File: src/design/pli_pkg.sv
// shared types and constants for the polyline inverse interpolator
`timescale 1ns / 1ps
`default_nettype none

package pli_pkg;

	localparam logic CMD_WRITE = 1'b0;
	localparam logic CMD_QUERY = 1'b1;

	localparam logic REG_Y_OFFSET = 1'b0;

	localparam int LAST_VALID_INDEX = 30;

	localparam int DIFF_W = 19;
	localparam int MAG_W  = 18;

	typedef struct packed {
		logic signed [15:0] x;
		logic signed [15:0] y;
	} pli_point_t;

	typedef struct packed {
		logic                     start;
		logic signed [DIFF_W-1:0] num;
		logic signed [DIFF_W-1:0] den;
	} pli_frac_req_t;

endpackage

`default_nettype wire

File: src/design/pli_mem.sv
// point table memory, one write port and one registered read port
`timescale 1ns / 1ps
`default_nettype none

module pli_mem
	import pli_pkg::*;
#(
	parameter int DEPTH = 32,
	parameter int AW    = 5
) (
	input  wire logic          clk,
	input  wire logic          wr_en,
	input  wire logic [AW-1:0] wr_addr,
	input  wire pli_point_t    wr_data,
	input  wire logic          rd_en,
	input  wire logic [AW-1:0] rd_addr,
	output pli_point_t         rd_data
);

	pli_point_t mem [DEPTH];

	always_ff @(posedge clk) begin
		if (wr_en) begin
			mem[wr_addr] <= wr_data;
		end
	end

	always_ff @(posedge clk) begin
		if (rd_en) begin
			rd_data <= mem[rd_addr];
		end
	end

endmodule

`default_nettype wire

File: src/design/pli_frac.sv
// iterative fraction unit, one quotient bit per cycle, clamped to 1.0
`timescale 1ns / 1ps
`default_nettype none

module pli_frac
	import pli_pkg::*;
#(
	parameter int FRAC_BITS = 12
) (
	input  wire logic           clk,
	input  wire logic           arst_n,
	input  wire pli_frac_req_t  req,
	output logic                done,
	output logic [FRAC_BITS:0]  t
);

	localparam int CW = $clog2(FRAC_BITS + 1);

	logic [MAG_W-1:0]  num_mag;
	logic [MAG_W-1:0]  den_mag;
	logic              skip;
	logic              sat;
	logic [MAG_W:0]    rem2;
	logic              take;
	logic [MAG_W-1:0]  rem_q;
	logic [MAG_W-1:0]  den_q;
	logic [FRAC_BITS:0] quo_q;
	logic [CW-1:0]     cnt_q;
	logic              busy_q;
	logic              done_q;

	always_comb begin
		num_mag = req.num[DIFF_W-1] ? MAG_W'(-req.num) : MAG_W'(req.num);
		den_mag = req.den[DIFF_W-1] ? MAG_W'(-req.den) : MAG_W'(req.den);
		skip    = (req.num == '0) || (req.den == '0) || (req.num[DIFF_W-1] != req.den[DIFF_W-1]);
		sat     = num_mag >= den_mag;
		rem2    = {rem_q, 1'b0};
		take    = rem2 >= {1'b0, den_q};
	end

	always_ff @(posedge clk or negedge arst_n) begin
		if (!arst_n) begin
			busy_q <= 1'b0;
			done_q <= 1'b0;
			cnt_q  <= '0;
		end else begin
			done_q <= (req.start && (skip || sat)) ||
				(!req.start && busy_q && (cnt_q == CW'(1)));
			if (req.start) begin
				if (!(skip || sat)) begin
					busy_q <= 1'b1;
					cnt_q  <= CW'(FRAC_BITS);
				end
			end else if (busy_q) begin
				cnt_q <= cnt_q - 1'b1;
				if (cnt_q == CW'(1)) begin
					busy_q <= 1'b0;
				end
			end
		end
	end

	always_ff @(posedge clk) begin
		if (req.start) begin
			rem_q <= num_mag;
			den_q <= den_mag;
			if (skip) begin
				quo_q <= '0;
			end else if (sat) begin
				quo_q <= (FRAC_BITS + 1)'(1) << FRAC_BITS;
			end else begin
				quo_q <= '0;
			end
		end else if (busy_q) begin
			if (take) begin
				rem_q <= MAG_W'(rem2 - {1'b0, den_q});
			end else begin
				rem_q <= MAG_W'(rem2);
			end
			quo_q <= {quo_q[FRAC_BITS-1:0], take};
		end
	end

	assign done = done_q;
	assign t    = quo_q;

endmodule

`default_nettype wire

File: src/design/polyline_inverse_interpolator.sv
// polyline inverse interpolator: table scan, fraction unit and interpolation
// write request: accepted while idle, no response
// query: a scan of one table entry per cycle until a hit, then ST_HIT, ST_DIV and ST_MUL,
// then ST_ROUND; a miss goes from the scan to ST_ROUND; the fraction unit is bit-serial
// one query in flight at a time; a finished response waits in the output register
// reset clears control and y_offset; table contents are undefined until written
`timescale 1ns / 1ps
`default_nettype none

module polyline_inverse_interpolator
	import pli_pkg::*;
#(
	parameter int TABLE_DEPTH = 32,
	parameter int FRAC_BITS   = 12
) (
	input  wire logic               clk,
	input  wire logic               arst_n,
	input  wire logic               psel,
	input  wire logic               penable,
	input  wire logic               pwrite,
	input  wire logic [2:0]         paddr,
	input  wire logic [31:0]        pwdata,
	output logic [31:0]             prdata,
	output logic                    pready,
	input  wire logic               req_valid,
	output logic                    req_ready,
	input  wire logic               command,
	input  wire logic [4:0]         entry_index,
	input  wire logic signed [15:0] entry_x,
	input  wire logic signed [15:0] entry_y,
	input  wire logic signed [15:0] target_y,
	output logic                    res_valid,
	input  wire logic               res_ready,
	output logic                    found,
	output logic signed [15:0]      x_result,
	output logic [4:0]              segment_index,
	output logic                    index_valid
);

	localparam int AW = $clog2(TABLE_DEPTH);
	localparam int PW = FRAC_BITS + 19;
	localparam logic signed [PW-1:0] HALF = PW'(1) <<< (FRAC_BITS - 1);

	typedef enum logic [2:0] {
		ST_IDLE,
		ST_SCAN,
		ST_HIT,
		ST_DIV,
		ST_MUL,
		ST_ROUND
	} state_t;

	state_t                  state_q;
	logic signed [15:0]      y_offset_q;
	logic [AW-1:0]           scan_idx_q;
	logic signed [15:0]      prev_x_q;
	logic signed [17:0]      prev_y_q;
	logic signed [15:0]      cur_x_q;
	logic signed [17:0]      cur_y_q;
	logic signed [15:0]      target_q;
	logic                    found_q;
	logic [FRAC_BITS:0]      t_q;
	logic signed [PW-1:0]    prod_q;
	logic                    res_valid_q;
	logic                    found_r_q;
	logic signed [15:0]      x_result_q;
	logic [4:0]              seg_q;
	logic                    index_valid_q;

	logic                    cfg_wr;
	logic                    req_acc;
	logic                    mem_wr;
	logic                    mem_rd;
	logic [AW-1:0]           mem_raddr;
	pli_point_t              wr_point;
	pli_point_t              rd_point;
	logic signed [17:0]      rd_y;
	logic signed [17:0]      target18;
	logic                    hit;
	logic                    last;
	logic                    out_free;
	pli_frac_req_t           frac_req;
	logic                    frac_done;
	logic [FRAC_BITS:0]      frac_t;
	logic signed [16:0]      dx;
	logic signed [FRAC_BITS+1:0] t_ext;
	logic signed [PW-1:0]    rnd;
	logic signed [15:0]      x_calc;
	logic                    idx_ok;

	assign pready    = 1'b1;
	assign cfg_wr    = psel && penable && pwrite && (paddr[2] == REG_Y_OFFSET);
	assign prdata    = (paddr[2] == REG_Y_OFFSET) ? {{16{y_offset_q[15]}}, y_offset_q} : '0;
	assign req_ready = (state_q == ST_IDLE);
	assign req_acc   = req_valid && req_ready;

	always_comb begin
		mem_wr     = req_acc && (command == CMD_WRITE) && (32'(entry_index) < TABLE_DEPTH);
		wr_point.x = entry_x;
		wr_point.y = entry_y;
		mem_rd     = (req_acc && (command == CMD_QUERY)) || (state_q == ST_SCAN);
		mem_raddr  = (state_q == ST_SCAN) ? AW'(scan_idx_q + 1'b1) : '0;
		rd_y       = 18'(rd_point.y) + 18'(y_offset_q);
		target18   = 18'(target_q);
		hit        = (scan_idx_q != '0) && (rd_y >= target18);
		last       = scan_idx_q == AW'(TABLE_DEPTH - 1);
		out_free   = !res_valid_q || res_ready;
		frac_req.start = (state_q == ST_HIT);
		frac_req.num   = DIFF_W'(target18) - DIFF_W'(prev_y_q);
		frac_req.den   = DIFF_W'(cur_y_q) - DIFF_W'(prev_y_q);
		dx     = 17'(cur_x_q) - 17'(prev_x_q);
		t_ext  = $signed({1'b0, t_q});
		rnd    = (prod_q + HALF) >>> FRAC_BITS;
		x_calc = prev_x_q + 16'(rnd);
		idx_ok = 32'(scan_idx_q) <= 32'(LAST_VALID_INDEX);
	end

	pli_mem #(
		.DEPTH (TABLE_DEPTH),
		.AW    (AW)
	) u_mem (
		.clk     (clk),
		.wr_en   (mem_wr),
		.wr_addr (AW'(entry_index)),
		.wr_data (wr_point),
		.rd_en   (mem_rd),
		.rd_addr (mem_raddr),
		.rd_data (rd_point)
	);

	pli_frac #(
		.FRAC_BITS (FRAC_BITS)
	) u_frac (
		.clk    (clk),
		.arst_n (arst_n),
		.req    (frac_req),
		.done   (frac_done),
		.t      (frac_t)
	);

	always_ff @(posedge clk or negedge arst_n) begin
		if (!arst_n) begin
			y_offset_q <= '0;
		end else if (cfg_wr) begin
			y_offset_q <= pwdata[15:0];
		end
	end

	always_ff @(posedge clk or negedge arst_n) begin
		if (!arst_n) begin
			state_q       <= ST_IDLE;
			scan_idx_q    <= '0;
			prev_x_q      <= '0;
			prev_y_q      <= '0;
			cur_x_q       <= '0;
			cur_y_q       <= '0;
			target_q      <= '0;
			found_q       <= 1'b0;
			t_q           <= '0;
			prod_q        <= '0;
			res_valid_q   <= 1'b0;
			found_r_q     <= 1'b0;
			x_result_q    <= '0;
			seg_q         <= '0;
			index_valid_q <= 1'b0;
		end else begin
			if (res_valid_q && res_ready && (state_q != ST_ROUND)) begin
				res_valid_q <= 1'b0;
			end
			case (state_q)
				ST_IDLE: begin
					if (req_acc && (command == CMD_QUERY)) begin
						target_q   <= target_y;
						scan_idx_q <= '0;
						state_q    <= ST_SCAN;
					end
				end
				ST_SCAN: begin
					if (hit) begin
						cur_x_q <= rd_point.x;
						cur_y_q <= rd_y;
						found_q <= 1'b1;
						state_q <= ST_HIT;
					end else begin
						prev_x_q <= rd_point.x;
						prev_y_q <= rd_y;
						if (last) begin
							found_q <= 1'b0;
							state_q <= ST_ROUND;
						end else begin
							scan_idx_q <= AW'(scan_idx_q + 1'b1);
						end
					end
				end
				ST_HIT: begin
					state_q <= ST_DIV;
				end
				ST_DIV: begin
					if (frac_done) begin
						t_q     <= frac_t;
						state_q <= ST_MUL;
					end
				end
				ST_MUL: begin
					prod_q  <= PW'(dx) * PW'(t_ext);
					state_q <= ST_ROUND;
				end
				ST_ROUND: begin
					if (out_free) begin
						res_valid_q   <= 1'b1;
						found_r_q     <= found_q;
						x_result_q    <= found_q ? x_calc : '0;
						seg_q         <= found_q ? 5'(scan_idx_q) : '0;
						index_valid_q <= found_q && idx_ok;
						state_q       <= ST_IDLE;
					end
				end
				default: begin
					state_q <= ST_IDLE;
				end
			endcase
		end
	end

	assign res_valid     = res_valid_q;
	assign found         = found_r_q;
	assign x_result      = x_result_q;
	assign segment_index = seg_q;
	assign index_valid   = index_valid_q;

endmodule

`default_nettype wire

File: config.mk
export PLATFORM = sky130hd
export DESIGN_NAME = polyline_inverse_interpolator
export DESIGN_NICKNAME = d
export VERILOG_FILES = /design/src/design/pli_pkg.sv /design/src/design/pli_mem.sv /design/src/design/pli_frac.sv /design/src/design/polyline_inverse_interpolator.sv
export SDC_FILE = /design/constraint.sdc
export NUM_CORES = 2
export LEC_CHECK = 0
export ABC_AREA = 0
export BUFFER_PORTS_ARGS = -buffer_cell sky130_fd_sc_hd__buf_2
export CORE_MARGIN = 4
export CORE_UTILIZATION = 55
export DETAILED_ROUTE_END_ITERATION = 7
export GPL_TIMING_DRIVEN = 0
export PLACE_DENSITY = 0.8
export SKIP_CTS_REPAIR_TIMING = 1
export SLEW_MARGIN = 30
export SYNTH_ARGS = -nofsm -noshare
export SYNTH_HDL_FRONTEND = slang
export SYNTH_HIERARCHICAL = 1
export SYNTH_SLANG_ARGS = --single-unit
File: constraint.sdc
create_clock -name clk -period 13.9 [get_ports clk]
set_input_delay 2.78 -clock clk [delete_from_list [all_inputs] [get_ports clk]]
set_output_delay 2.78 -clock clk [all_outputs]
set_load 0.03 [all_outputs]
==> run_results.csv <==
group,metric,value,unit
status,status,"complete, no violations",
finish,layout-drive-gt1-share,12.3,%
place,dp_hpwl,112,mm
setup_path,crit_path_top_delay_cell,"clkbuf_1",
setup_path,path_max_fanout,10,
clock_network,cts-root-buf,"clkbuf_16",
timing,hold_violations,0,
synth,ys_seq_area_share,58.7,%
finish,seqCellArea,37400,sq um
global_routing,antenna_found_initial,11,
drt,wl_per_cell,24.0,microns
timing,fin_crit_sh,62.6,%
die,io_pins,154,
synth,synthSimpleGateAreaFrac,7.65,%
drt,via_per_inst,6.03,
setup_path,slowest_delay,0.58,ns
timing,finalSetupViolCount,0,
drt,ant_nets,0,
place,io_buffers,134,
global_routing,grt_usage,26.2,%
synth,synth.area.mux_share,9.70,%
setup_path,crit_family,"adder cells",
finish,finalCoreUtilization,62.6,%
timing,tightest_slew,1.04,ns
timing,rsz0062_at_grt,"false",
timing,layout_min_cycle_time,8.70,ns
clock_network,clk_pin_slew_worst_paths,0.06,ns
die,core-area,115000,sq um
setup_path,r2r_cells,29,
setup_path,cp.buffers_inverters,4,
synth,synth_top_family_by_area,"adder cells",
synth,async_flop_share,13.1,%
timing,hold_slack,0.471,ns
run,maxCapViolCount,0,
clock_network,htree_levels,4,
setup_path,cpMostUsedCell,"fa_1",
clock_network,cts_num_sinks,1272,
timing,max_slew_margin,30.4,%
timing,skew,0.0314,ns
drt,dr.pass1.iters,6,
synth,synth_seq_cells,1272,
timing,fin_tns_setup,0,ns
drt,via_count,40100,
synth,synthAdderAreaFrac,10.4,%
drt,remaining_drc_errors,0,
clock_network,cts_tree,"yes",
setup_path,reg2reg_slack,5.20,ns
setup_path,cp.required,14.53,ns
drt,drt_wl_total,159,mm
timing,fmax,115,MHz
synth,ys.flop_type,"edfxtp_1",
timing,fin_ws,5.20,ns
timing,final_max_slew_viol_count,0,
die,start_util,55.5,%
synth,yosys.cell_types.count,91,
global_routing,grt_start_max_net_pins,88,
hold_path,min_path_type,"register to register",
drt,drt_iter0_drc,3843,
place,place.gp.congestion,0.911,
clock_network,clk_path_buf_depth,3,
finish,areaGrowthSynthToFinish,12.8,%
die,die_x,348,microns
finish,fillers,8197,
global_routing,grt_pass1_vias,41100,
synth,synth_xor_area_share,2.03,%
setup_path,worstPathArrival,9.33,ns
die,rows,124,
die,die_h,348,microns
synth,synth_compound_area_share,7.40,%
setup_path,cp.depth,29,
setup_path,reg2reg_to,"prod_q[26]",
finish,final_common_cell,"edfxtp_1",
synth,syn_area,63600,sq um
place,pre_cts_ws,5.29,ns
clock_network,cts_made_buffers,131,
finish,final_net_count,5533,
global_routing,grt_pass1_wl,241,mm
synth,synthesis.nets,5219,
clock_network,clk_latency,0.75,ns
global_routing,grt_overflow,0,
setup_path,worstSetupPathType,"register to register",
finish,final_cell_mix,"1105 x edfxtp_1, 519 x mux2i_1, 370 x inv_1",
synth,netlist_instances,4711,
synth,ys_warn_count,6,
synth,synth_edf_count,1105,
die,dieArea,121000,sq um
finish,multi_input_area,23900,sq um
synth,avgSynthCellArea,13.5,sq um
setup_path,worst_setup_path_end_kind,"register",
setup_path,critPathCapture,"prod_q[26]",
setup_path,startpoint_type,"register",
setup_path,timing.rr.start,"prev_x_q[0]",
setup_path,crit_start,"prev_x_q[0]",
[cell usage after synthesis, types with 43 or more instances]
master	n	area, sq um
a21oi_1	169	846
xor2_1	43	377
clkbuf_1	96	360
inv_1	370	1390
a22oi_1	98	736
nor3_1	67	335
buf_4	52	390
mux2_2	84	946
nor2_1	141	529
o21ai_0	105	526
and2_1	99	619
ha_1	214	2680
dfrtp_1	167	4180
edfxtp_1	1105	33200
fa_1	198	3960
nand3_1	140	701
mux2i_1	519	5190
nand2_1	355	1330
nor2b_1	74	463
xnor2_1	100	876
a22o_1	77	674
[metal layers]
layer	share of wire, %	vias up	wire (microns)	GRT usage (%)
met2	50	1946	80000	45.1
met3	7.8	406	12400	4.15
met5	0.0082	-	13	0
met1	38	20000	59900	32.9
li1	-	17700	-	-
met4	4.5	2	7130	11.8
[registers in the layout, indices dropped and copies added (netlist names), 16 cells and up]
| register | count |
|---|---|
| u_mem/rd_data | 32 |
| y_offset_q | 16 |
| prev_x_q | 16 |
| u_frac/den_q | 18 |
| u_frac/rem_q | 18 |
| x_result | 16 |
| cur_x_q | 16 |
| prev_y_q | 17 |
| target_q | 16 |
| cur_y_q | 17 |
| u_mem/mem | 1024 |
| prod_q | 17 |
[worst min-delay path by stage]
| stage | slack [ns] | from | endpoint | cells after the start |
|---|---|---|---|---|
| final | 0.47 | found | found | 1 |
| after detailed placement | 0.46 | found | found | 1 |
| after global placement | 0.46 | found | found | 1 |
| after global routing | 0.50 | segment_index[0] | segment_index[0] | 2 |
| after floorplan | 0.45 | u_mem/rd_data[26] | prev_x_q[10] | 2 |
| after CTS | 0.48 | found | found | 1 |
[logic make-up after synthesis]
group / Yosys count
flops: 1272
compound gates: 689
buf+inv: 586
xor+xnor: 145
other cells: 1
fa+ha+maj: 412
simple gates: 1001
mux: 605
[cell type report]
cell class | instances | share of cell area [%]
Clock inverter | 70 | 0.815
Sequential cell | 1272 | 52.1
Multi-Input combinational cell | 2853 | 33.4
Buffer | 216 | 1.65
Timing Repair Buffer | 181 | 2.65
Clock buffer | 166 | 4.84
Inverter | 370 | 1.94
Tap cell | 1512 | 2.64
Antenna cell | 5 | 0.0174
[metrics by stage]
step	std cells	instance area, sq um
2_1_floorplan	4711	63600
3_3_place_gp	6357	66200
3_5_place_dp	6404	67700
4_1_cts	6640	71700
5_1_grt	6644	71700
6_report	6645	71700
Power is not shown: default switching activity piles up to over one toggle a cycle in this logic, so the estimate is an artifact.
